## src/rtl/tts_pkg.sv

```systemverilog
// ----------------------------------------------------------------------------
// tts_pkg
// Shared types and codes for the tick-driven task scheduler.
// ----------------------------------------------------------------------------
package tts_pkg;

   // default table size, and cap on tasks run by one dispatch
   localparam int MAX_TASKS_DEF = 16;
   localparam int MAX_RESULTS   = 16;
   localparam int EMIT_W        = $clog2(MAX_RESULTS + 1);

   localparam int TAG_W = 8;
   localparam int CD_W  = 32;
   localparam int PEND_W = 8;

   // request modes
   localparam logic [1:0] MODE_ADD      = 2'd0;
   localparam logic [1:0] MODE_TICK     = 2'd1;
   localparam logic [1:0] MODE_DISPATCH = 2'd2;

   // response status codes
   localparam logic [1:0] STAT_RUN   = 2'd0;
   localparam logic [1:0] STAT_ADDED = 2'd1;
   localparam logic [1:0] STAT_FULL  = 2'd2;
   localparam logic [1:0] STAT_IDLE  = 2'd3;

   localparam logic [PEND_W-1:0] PEND_MAX = '1;

   // one row of the task table
   typedef struct packed {
      logic [TAG_W-1:0]  tag;
      logic [CD_W-1:0]   countdown;
      logic [CD_W-1:0]   period;
      logic [PEND_W-1:0] pending;
   } entry_type;

   // per-entry outcome of the update unit
   typedef struct packed {
      logic run;    // task dispatched on this visit
      logic drop;   // one-shot task leaves the table
   } upd_status_type;

endpackage

```

## src/rtl/tts_ram.sv

```systemverilog
// ----------------------------------------------------------------------------
// tts_ram
// Generic single-write, single-read RAM with registered read data.
// ----------------------------------------------------------------------------
module tts_ram #(
   parameter int WIDTH = 8,
   parameter int DEPTH = 16,
   parameter int AW    = (DEPTH > 1) ? $clog2(DEPTH) : 1
) (
   input  logic             clock,
   input  logic             wr_en,
   input  logic [AW-1:0]    wr_addr,
   input  logic [WIDTH-1:0] wr_data,
   input  logic             rd_en,
   input  logic [AW-1:0]    rd_addr,
   output logic [WIDTH-1:0] rd_data
);

   logic [WIDTH-1:0] mem_ff [DEPTH];
   logic [WIDTH-1:0] rd_data_ff;

   always_ff @(posedge clock) begin
      if (wr_en) begin
         mem_ff[wr_addr] <= wr_data;
      end
      if (rd_en) begin
         rd_data_ff <= mem_ff[rd_addr];
      end
   end

   assign rd_data = rd_data_ff;

endmodule

```

## src/rtl/tts_entry_unit.sv

```systemverilog
// ----------------------------------------------------------------------------
// tts_entry_unit
// Shared update unit: applies a tick or a dispatch visit to one table row.
// ----------------------------------------------------------------------------
module tts_entry_unit (
   input  logic                    is_tick,
   input  logic                    room,      // result cap not yet reached
   input  tts_pkg::entry_type      entry_cur,
   output tts_pkg::entry_type      entry_nxt,
   output tts_pkg::upd_status_type upd
);
   import tts_pkg::*;

   logic cd_zero;
   logic pend_zero;

   assign cd_zero   = (entry_cur.countdown == '0);
   assign pend_zero = (entry_cur.pending == '0);

   always_comb begin
      entry_nxt = entry_cur;
      upd       = '0;
      if (is_tick) begin
         if (!cd_zero) begin
            entry_nxt.countdown = entry_cur.countdown - CD_W'(1);
         end else begin
            entry_nxt.countdown = entry_cur.period;
            if (entry_cur.pending != PEND_MAX) begin
               entry_nxt.pending = entry_cur.pending + PEND_W'(1);
            end
         end
      end else if (!pend_zero && room) begin
         entry_nxt.pending = entry_cur.pending - PEND_W'(1);
         upd.run           = 1'b1;
         upd.drop          = (entry_cur.period == '0);
      end
   end

endmodule

```

## src/rtl/tick_task_scheduler.sv

```systemverilog
// ----------------------------------------------------------------------------
// tick_task_scheduler
// Cooperative time-triggered task scheduler over an ordered table of tasks.
// ----------------------------------------------------------------------------
// Sequence: add gives its result from S_ADD; dispatch walks the N live rows in
//   S_WALK, then gives its final result from S_FINISH; output stalls hold both.
// Throughput: one request at a time; the input stalls until an add, tick or
//   dispatch is done. The walk visits one row per cycle unless a run waits
//   on the output, through the single RAM port pair and shared row update unit.
// Reset: clears the task count, sequencer, run counter and output valid;
//   table contents are left as they are and are never used beyond the live count.
// ----------------------------------------------------------------------------
module tick_task_scheduler #(
   parameter int MAX_TASKS = tts_pkg::MAX_TASKS_DEF
) (
   input  logic                       clock,
   input  logic                       reset,
   // request channel
   input  logic                       req_valid,
   output logic                       req_stall,
   input  logic [1:0]                 req_mode,
   input  logic [tts_pkg::TAG_W-1:0]  req_task_tag,
   input  logic [tts_pkg::CD_W-1:0]   req_start_delay,
   input  logic [tts_pkg::CD_W-1:0]   req_repeat_period,
   // response channel
   output logic                       rsp_valid,
   input  logic                       rsp_stall,
   output logic [tts_pkg::TAG_W-1:0]  rsp_run_tag,
   output logic [1:0]                 rsp_status,
   output logic                       rsp_last
);
   import tts_pkg::*;

   localparam int CNT_W = $clog2(MAX_TASKS + 1);
   localparam int IDX_W = (MAX_TASKS > 1) ? $clog2(MAX_TASKS) : 1;

   typedef enum logic [1:0] {
      S_IDLE,
      S_ADD,
      S_WALK,
      S_FINISH
   } state_type;

   // control state
   state_type          state_ff,      state_in;
   logic [CNT_W-1:0]   count_ff,      count_in;     // live tasks
   logic [CNT_W-1:0]   proc_idx_ff,   proc_idx_in;  // row whose data is at RAM out
   logic [CNT_W-1:0]   keep_ff,       keep_in;      // compaction write pointer
   logic [EMIT_W-1:0]  emit_ff,       emit_in;      // tasks run this dispatch
   logic               held_valid_ff, held_valid_in;
   logic               rsp_valid_ff,  rsp_valid_in;

   // payload
   logic [1:0]         mode_ff,       mode_in;
   logic [TAG_W-1:0]   tag_ff,        tag_in;
   logic [CD_W-1:0]    delay_ff,      delay_in;
   logic [CD_W-1:0]    period_ff,     period_in;
   logic [TAG_W-1:0]   held_tag_ff,   held_tag_in;  // latest run, awaits last flag
   logic [TAG_W-1:0]   rsp_tag_ff,    rsp_tag_in;
   logic [1:0]         rsp_status_ff, rsp_status_in;
   logic               rsp_last_ff,   rsp_last_in;

   // RAM port signals
   logic               ram_wr_en;
   logic [IDX_W-1:0]   ram_wr_addr;
   entry_type          ram_wr_data;
   logic               ram_rd_en;
   logic [IDX_W-1:0]   ram_rd_addr;
   entry_type          ram_rd_data;

   // row update unit
   entry_type          entry_nxt;
   upd_status_type     upd;
   logic               is_tick;
   logic               room;

   logic               req_xfer;
   logic               out_free;
   logic               last_row;
   logic               go;
   logic [CNT_W-1:0]   proc_nxt;
   entry_type          new_entry;

   assign req_stall = (state_ff != S_IDLE);
   assign req_xfer  = req_valid && !req_stall;

   // output register may take a new transfer when empty or draining now
   assign out_free  = !rsp_valid_ff || !rsp_stall;

   assign is_tick   = (mode_ff == MODE_TICK);
   assign room      = (emit_ff < EMIT_W'(MAX_RESULTS));
   assign proc_nxt  = proc_idx_ff + CNT_W'(1);
   assign last_row  = (proc_nxt == count_ff);

   // a second run needs the previous one pushed out first
   assign go = !(upd.run && held_valid_ff) || out_free;

   assign new_entry.tag       = tag_ff;
   assign new_entry.countdown = delay_ff;
   assign new_entry.period    = period_ff;
   assign new_entry.pending   = '0;

   tts_ram #(
      .WIDTH ($bits(entry_type)),
      .DEPTH (MAX_TASKS),
      .AW    (IDX_W)
   ) u_table (
      .clock   (clock),
      .wr_en   (ram_wr_en),
      .wr_addr (ram_wr_addr),
      .wr_data (ram_wr_data),
      .rd_en   (ram_rd_en),
      .rd_addr (ram_rd_addr),
      .rd_data (ram_rd_data)
   );

   tts_entry_unit u_unit (
      .is_tick   (is_tick),
      .room      (room),
      .entry_cur (ram_rd_data),
      .entry_nxt (entry_nxt),
      .upd       (upd)
   );

   // sequencer
   always_comb begin
      state_in      = state_ff;
      count_in      = count_ff;
      proc_idx_in   = proc_idx_ff;
      keep_in       = keep_ff;
      emit_in       = emit_ff;
      held_valid_in = held_valid_ff;
      held_tag_in   = held_tag_ff;
      mode_in       = mode_ff;
      tag_in        = tag_ff;
      delay_in      = delay_ff;
      period_in     = period_ff;
      rsp_valid_in  = rsp_valid_ff && rsp_stall;
      rsp_tag_in    = rsp_tag_ff;
      rsp_status_in = rsp_status_ff;
      rsp_last_in   = rsp_last_ff;

      ram_wr_en     = 1'b0;
      ram_wr_addr   = count_ff[IDX_W-1:0];
      ram_wr_data   = new_entry;
      ram_rd_en     = 1'b0;
      ram_rd_addr   = '0;

      case (state_ff)
         S_IDLE: begin
            if (req_xfer) begin
               mode_in       = req_mode;
               tag_in        = req_task_tag;
               delay_in      = req_start_delay;
               period_in     = req_repeat_period;
               proc_idx_in   = '0;
               keep_in       = '0;
               emit_in       = '0;
               held_valid_in = 1'b0;
               // row 0 is fetched straight away for a walk
               ram_rd_en     = 1'b1;
               case (req_mode)
                  MODE_ADD: state_in = S_ADD;
                  MODE_TICK: begin
                     if (count_ff != '0) begin
                        state_in = S_WALK;
                     end
                  end
                  MODE_DISPATCH: begin
                     state_in = (count_ff != '0) ? S_WALK : S_FINISH;
                  end
                  default: state_in = S_IDLE;
               endcase
            end
         end

         S_ADD: begin
            if (out_free) begin
               rsp_valid_in = 1'b1;
               rsp_tag_in   = '0;
               rsp_last_in  = 1'b1;
               if (count_ff >= CNT_W'(MAX_TASKS)) begin
                  rsp_status_in = STAT_FULL;
               end else begin
                  rsp_status_in = STAT_ADDED;
                  ram_wr_en     = 1'b1;
                  count_in      = count_ff + CNT_W'(1);
               end
               state_in = S_IDLE;
            end
         end

         S_WALK: begin
            if (go) begin
               if (is_tick) begin
                  ram_wr_en   = 1'b1;
                  ram_wr_addr = proc_idx_ff[IDX_W-1:0];
                  ram_wr_data = entry_nxt;
               end else begin
                  if (!upd.drop) begin
                     ram_wr_en   = 1'b1;
                     ram_wr_addr = keep_ff[IDX_W-1:0];
                     ram_wr_data = entry_nxt;
                     keep_in     = keep_ff + CNT_W'(1);
                  end
                  if (upd.run) begin
                     if (held_valid_ff) begin
                        rsp_valid_in  = 1'b1;
                        rsp_tag_in    = held_tag_ff;
                        rsp_status_in = STAT_RUN;
                        rsp_last_in   = 1'b0;
                     end
                     held_valid_in = 1'b1;
                     held_tag_in   = ram_rd_data.tag;
                     emit_in       = emit_ff + EMIT_W'(1);
                  end
               end
               if (last_row) begin
                  state_in = is_tick ? S_IDLE : S_FINISH;
               end else begin
                  proc_idx_in = proc_nxt;
                  ram_rd_en   = 1'b1;
                  ram_rd_addr = proc_nxt[IDX_W-1:0];
               end
            end
         end

         S_FINISH: begin
            // close the dispatch: final run, or nothing ready
            if (out_free) begin
               rsp_valid_in  = 1'b1;
               rsp_last_in   = 1'b1;
               rsp_tag_in    = held_valid_ff ? held_tag_ff : '0;
               rsp_status_in = held_valid_ff ? STAT_RUN : STAT_IDLE;
               held_valid_in = 1'b0;
               count_in      = keep_ff;
               state_in      = S_IDLE;
            end
         end

         default: state_in = S_IDLE;
      endcase
   end

   always_ff @(posedge clock) begin
      mode_ff       <= mode_in;
      tag_ff        <= tag_in;
      delay_ff      <= delay_in;
      period_ff     <= period_in;
      held_tag_ff   <= held_tag_in;
      rsp_tag_ff    <= rsp_tag_in;
      rsp_status_ff <= rsp_status_in;
      rsp_last_ff   <= rsp_last_in;
      proc_idx_ff   <= proc_idx_in;
      keep_ff       <= keep_in;
      if (reset) begin
         state_ff      <= S_IDLE;
         count_ff      <= '0;
         emit_ff       <= '0;
         held_valid_ff <= 1'b0;
         rsp_valid_ff  <= 1'b0;
      end else begin
         state_ff      <= state_in;
         count_ff      <= count_in;
         emit_ff       <= emit_in;
         held_valid_ff <= held_valid_in;
         rsp_valid_ff  <= rsp_valid_in;
      end
   end

   assign rsp_valid   = rsp_valid_ff;
   assign rsp_run_tag = rsp_tag_ff;
   assign rsp_status  = rsp_status_ff;
   assign rsp_last    = rsp_last_ff;

   // checks
   a_count_bound: assert property (@(posedge clock) disable iff (reset)
      count_ff <= CNT_W'(MAX_TASKS))
      else $error("task count above table size");

   a_single_last: assert property (@(posedge clock) disable iff (reset)
      rsp_valid && rsp_status != STAT_RUN |-> rsp_last)
      else $error("non-run response without last flag");

   a_walk_ptrs: assert property (@(posedge clock) disable iff (reset)
      state_ff == S_WALK |-> keep_ff <= proc_idx_ff && proc_idx_ff < count_ff)
      else $error("walk pointers out of order");

   a_emit_cap: assert property (@(posedge clock) disable iff (reset)
      emit_ff <= EMIT_W'(MAX_RESULTS))
      else $error("dispatch ran more tasks than allowed");

endmodule

```

## config.mk

```make
export PLATFORM = sky130hd
export DESIGN_NAME = tick_task_scheduler
export DESIGN_NICKNAME = d
export VERILOG_FILES = /design/src/rtl/tts_pkg.sv /design/src/rtl/tts_ram.sv /design/src/rtl/tts_entry_unit.sv /design/src/rtl/tick_task_scheduler.sv
export SDC_FILE = /design/constraint.sdc
export NUM_CORES = 2
export LEC_CHECK = 0
export BUFFER_PORTS_ARGS = -buffer_cell sky130_fd_sc_hd__buf_2
export CAP_MARGIN = 20
export CELL_PAD_IN_SITES_DETAIL_PLACEMENT = 0
export CELL_PAD_IN_SITES_GLOBAL_PLACEMENT = 1
export CORE_UTILIZATION = 30
export DETAILED_ROUTE_END_ITERATION = 8
export PLACE_DENSITY = 0.51
export SLEW_MARGIN = 20
export SYNTH_ARGS = -nofsm -noshare
export SYNTH_HDL_FRONTEND = slang
export SYNTH_SLANG_ARGS = --single-unit
export TNS_END_PERCENT = 30
```

## constraint.sdc

```tcl
create_clock -name clock -period 23.1 [get_ports clock]
set_input_delay 4.62 -clock clock [delete_from_list [all_inputs] [get_ports clock]]
set_output_delay 4.62 -clock clock [all_outputs]
set_load 0.05 [all_outputs]
```

# Word level (Yosys, flattened, before mapping)
# Memories as Yosys holds them, arrays and structs flattened. A register that Yosys moved wholly into a read port is not among the register bits.
# Cells that the tools add are included.
# op_classes
addsub	7
n_lt_le_gt_ge	2
n_eq_ne	21
muxes	91
n_bitwise	1
reduce_logical	34
# ops
cell	n
2-to-1 mux 80 bit	4
2-to-1 mux 8 bit	11
zero test 32 bit	2
2-to-1 mux 32 bit	2
2-to-1 mux 5 bit	12
case mux 5 bit (2 select lines)	4
2-to-1 mux 2 bit	16
subtractor 32 x 1 -> 32 bit (second input constant)	1
2-to-1 mux 4 bit	7
2-to-1 mux 1 bit	26
case mux 8 bit (3 select lines)	1
!= test 2 bit (second input constant)	11
adder 5 x 1 -> 5 bit (second input constant)	4
case mux 2 bit (3 select lines)	3
AND reduction 5 bit	3
AND reduction 4 bit	3
AND reduction 6 bit	2
adder 8 x 1 -> 8 bit (second input constant)	1
zero test 8 bit	1
!= test 8 bit (second input constant)	1
case mux 1 bit (2 select lines)	4
nonzero test 2 bit	4
subtractor 8 x 1 -> 8 bit (second input constant)	1
AND reduction 7 bit	1
17 further kinds	31
# word_totals
register_bits	117
mem_bits_rw	1280
output_inout_bits	13
elab_cells	172
memories	1
# memory_table
memory	words	word_bits	rd	rd_ports_with_merged_regs	write_ports	line_no	text
u_table.mem_ff	16	80	1	1	1	tts_ram.sv:19	logic [WIDTH-1:0] mem_ff [DEPTH];

# Depth between registers and ports, before layout
# depth
word_depth	12
mapped_depth	14
depth_no_buf	10

# Cells and area by module
# From an unflattened synthesis, not the netlist that was laid out.
# unflattened
cells_unflattened	2943
area_unflattened_um2	57799.2
# by_module_without_submodules
mod	n_inst	cells_per_inst	area_per_inst_um2	seq_area_each_um2
tts_ram	1	2054	50223.2	40839.2
tick_task_scheduler	1	541	5485.3	3373.2
tts_entry_unit	1	348	2090.8	0.0

# Least setup slack after synthesis
# OpenSTA, ideal clock, no wires.
# synth_path
path_type	input -> register
startpoint	input rsp_stall
endpoint	memory u_table.mem_ff[0][0] in the netlist's numbering, enable pin
setup_time_ps	616
arrival_ps	11184
slack_ps	11300
path_stages	8
path_buffers	1
path_cell_list	and2_1 > nand2_1 > o21ai_0 > clkbuf_1 > a21oi_1 > o21a_1 > nand4_1 > nor3_1
# synth_via
elab_chain_len	7
elab_cells_between_ends	10
cone_classes	mux (7); reduce/logical (3)
# synth_rtl
item	line_no	text
start, declared	tick_task_scheduler.sv:27	input logic rsp_stall,
zero test 1 bit (*)	tick_task_scheduler.sv:88	assign out_free = !rsp_valid_ff || !rsp_stall;
logical OR 1 bit (*)	tick_task_scheduler.sv:88	
logical OR 1 bit	tick_task_scheduler.sv:96	assign go = !(upd.run && held_valid_ff) || out_free;
2-to-1 mux 1 bit	tick_task_scheduler.sv:194	if (go) begin
case mux 1 bit (2 select lines)	tick_task_scheduler.sv:149	case (state_ff)
2-to-1 mux 1 bit	tts_ram.sv:23	if (wr_en) begin
2-to-1 mux 1 bit (not written as such)	tts_ram.sv:24	mem_ff[wr_addr] <= wr_data;
end, declared	tts_ram.sv:19	
# Mark *: on every way between the ends. The rest lies on a longest branch, timed or not.

# Worst setup path in the final report
# layout_path
startpoint	input rsp_stall
endpoint	memory u_table.mem_ff[8][20] in the netlist's numbering, enable pin
# Same word-level chain as after synthesis.

==> impl_metrics.toml <==
[worst_setup_path]
critPathMaxFanout = 54
max_stage_delay_ps = 930
crit_arrival_ps = 9220
worstPathCellList = "buf_2 > and2_1 > nand2_1 > o21ai_4 > buf_4 > a21oi_4 > buf_4 > o21ai_0 > a211oi_1 > and3_4 > buf_4"
cp-end-kind = "flop"
critPathTopFamily = "buffers and inverters"
timing.rr.start = "u_table.rd_data[1]"
cp_num_buf_inv = 4
r2r_end = "u_table.mem_ff[8][20]"
critPathLaunchType = "primary input"
critPathRequiredTime_ps = 23510
crit_top_cell = "buf_4"
r2r_setup_slack_ps = 16650
critPathKind = "in -> reg"
critPathSlowestCell = "buf_4"
rr_worst_depth = 12

[job]
maxCapViolCount = 0

[die]
die_h_um = 434
core-area_mm2 = 0.185
die_w_um = 434
ios = 91
rows = 158
start_util_pct = 30.2
die_area_mm2 = 0.189

[synth]
synth.most_common_cell = "edfxtp_1"
syn_nets = 3518
synth_largest_area_cell = "edfxtp_1"
synthArstFlopShare_pct = 0
ys_top_cells_by_area = "edfxtp_1, o221ai_1, a22oi_1"
synth_edf_count = 1463
synth.cell_area_mm2 = 0.0561
synthDistinctLibCells = 62
synth_common_cells = "edfxtp_1, o221ai_1, a21oi_1"
ys_seq_area_share_pct = 78.9
ys.flop_type = "edfxtp_1"
synth_area_per_cell_um2 = 16.4
yosysWarnings = 0
netlist.area_leader.share_pct = 78.4
synthCells = 3423
synth_seq_cells = 1477

[place]
dpl.hpwl_um = 98700
port_buffers = 90
placed_area_mm2 = 0.0596
gp_congestion = 0.785

[layout]
post-route-util_pct = 35.0
fin_area_mm2 = 0.0649
fillers = 17826
nets = 3623
syn2layout_area_growth_pct = 15.7
drive_gt1_share_pct = 12.4

[sta]
worst_pin_slew_ps = 1160
period_needed_ps = 8810
hold_viol_final = 0
skew_ps = 63.3
fmax_mhz = 114
drv_slew = 0
rsz0062_at_grt = "false"
timing.slew.headroom_pct = 22.6
setup_violations = 0
setup_tns_ps = 0
holdWs_ps = 436
fin_crit_sh_pct = 38.1

[hold_path]
hp-class = "reg -> reg"
hold_path_depth = 0
min_to = "held_tag_ff[1]"
min-delay-start = "u_table.rd_data[73]"

[global_routing]
grt_overflow_total = 0
grt_max_degree = 161
grt_pass1_vias = 33285
antenna_found_initial = 2
grt_first_pass_wirelength_um = 253000
grt.total_usage_pct = 18.7

[cts]
holdBufCountCts = 0
cts_made_buffers = 163
clk_pin_slew_ps = 60
numClockSinks = 1477
cts-htree-levels = 4
post_cts_buffers = 0
clk_path_buf_depth = 3
cts_root_buffer = "clkbuf_16"
cts_tree = "done"
clk_latency_ps = 820
cts_resized = 0

[power_and_ir_drop]
cell_internal_pwr_mw = 5.77
ir_drop_v = 0.000110
p_per_area_mw_per_mm2 = 141
p_leak_nw = 20.0
switchingPower_mw = 3.35
clockPowerShare_pct = 27.6
swShare_pct = 36.7
comb_power_share_pct = 29.5
share_seq_of_total_power_pct = 42.9

[run_status]
status = "complete, no violations"

[route]
via_per_inst = 5.40
dr.first_iter.drc_count = 3048
first_pass_iters = 5
wl_per_cell_um = 29.1
vias = 33183
drc_errors = 0
detail-route-antenna-nets = 0
wirelength_um = 179000
==> metrics by stage <==
stage / setup WS, ps / instances / power [mW]
CTS: 14330 / 6134 / 9.20
global route: 14080 / 6142 / 9.49
detailed placement: 13480 / 5839 / 6.68
global placement: 13510 / 5838 / 6.66
floorplan: 11300 / 3423 / 5.41
finish: 14290 / 6143 / 9.12
==> worst register-to-register path, stage by stage (launching register included) <==
cell and delay (ps):
edfxtp_1 470, inv_1 110, ha_1 190, or4b_4 500, o211ai_1 610, o21ai_4 100, buf_4 290, a21oi_4 690
buf_4 710, o21ai_0 250, a211oi_1 480, and3_4 650, buf_4 960
==> cell families (layout without fill, tap and decap cells) <==
family,count (synthesis),count (layout),share of synthesized area [%]
muxes,5,5,0.0915
AOI/OAI and AO/OA,1071,1071,13.8
other,0,5,0
adders and majority gates,17,17,0.379
and+or+nand+nor,561,561,4.64
DFF,1477,1477,78.9
xor gates and xnor gates,20,20,0.362
buffers and inverters,272,507,1.90
==> sequential cells by signal, summed over array words and instances (netlist names) <==
| register | count |
|---|---|
| proc_idx_ff | 5 |
| u_table.mem_ff | 1280 |
| emit_ff | 5 |
| held_valid_ff | 1 |
| u_table.rd_data | 80 |
| mode_ff | 2 |
| delay_ff | 32 |
| held_tag_ff | 8 |
| rsp_valid | 1 |
| rsp_run_tag | 8 |
| state_ff | 2 |
| tag_ff | 8 |
| rsp_last | 1 |
| rsp_status | 2 |
| count_ff | 5 |
| keep_ff | 5 |
| period_ff | 32 |
==> how the worst max path moves through the flow <==
stage                         start                      to  slack, ps  cells after the start
after global placement    rsp_stall  u_table.mem_ff[15][16]      13510                     11
after floorplan           rsp_stall    u_table.mem_ff[0][0]      11300                      8
final                     rsp_stall   u_table.mem_ff[8][20]      14290                     11
after CTS                 rsp_stall  u_table.mem_ff[11][66]      14330                     11
after detailed placement  rsp_stall   u_table.mem_ff[9][45]      13480                     11
after global routing      rsp_stall  u_table.mem_ff[15][34]      14080                     11
==> power by group through the flow <==
stage	combinational, mW	clock (mW)	sequential, mW
6_report	2.69	2.51	3.92
5_1_grt	2.89	2.67	3.93
4_1_cts	2.71	2.57	3.92
3_5_place_dp	2.71	0	3.97
3_3_place_gp	2.69	0	3.97
2_1_floorplan	1.53	0	3.89
==> metal layers <==
| metal | track usage (%) | wire length [um] | vias up |
|---|---|---|---|
| met1 | 25.2 | 78500 | 17521 |
| li1 | - | - | 14448 |
| met4 | 6.19 | 5130 | 0 |
| met3 | 2.43 | 7780 | 253 |
| met2 | 31.1 | 87100 | 961 |
| met5 | 0 | 0 | - |
==> cells in the final DEF (no fill, tap or decap), types with 10 or more instances in the layout <==
cell / netlist / layout
nor4_1: 18 / 17
ha_1: 17 / 17
clkinv_1: 0 / 37
clkbuf_16: 0 / 164
a22oi_1: 164 / 164
and3_4: 0 / 10
edfxtp_1: 1463 / 1463
nand3_1: 177 / 174
nand2_1: 182 / 180
inv_1: 24 / 23
buf_4: 0 / 91
a21oi_1: 214 / 209
dfxtp_1: 14 / 14
a211oi_1: 16 / 15
nor2_1: 96 / 88
a22o_1: 80 / 80
nor3_1: 19 / 11
clkbuf_1: 203 / 45
o221ai_1: 319 / 319
nor2b_1: 12 / 11
buf_2: 35 / 90
o21ai_0: 43 / 41
clkinv_2: 0 / 22
o22ai_1: 180 / 180
==> cell type report <==
type / count / area [um2] / share of cell area (%)
timing repair buffer: 187 / 1260 / 1.94
sequential: 1477 / 44200 / 68.1
tap: 2480 / 3100 / 4.78
clock inverter: 84 / 861 / 1.33
multi-input combinational: 1674 / 11000 / 17.0
antenna: 5 / 12.5 / 0.0193
clock buffer: 211 / 4300 / 6.63
inverter: 25 / 104 / 0.160
No activity file was read; power rests on OpenSTA's default activity.
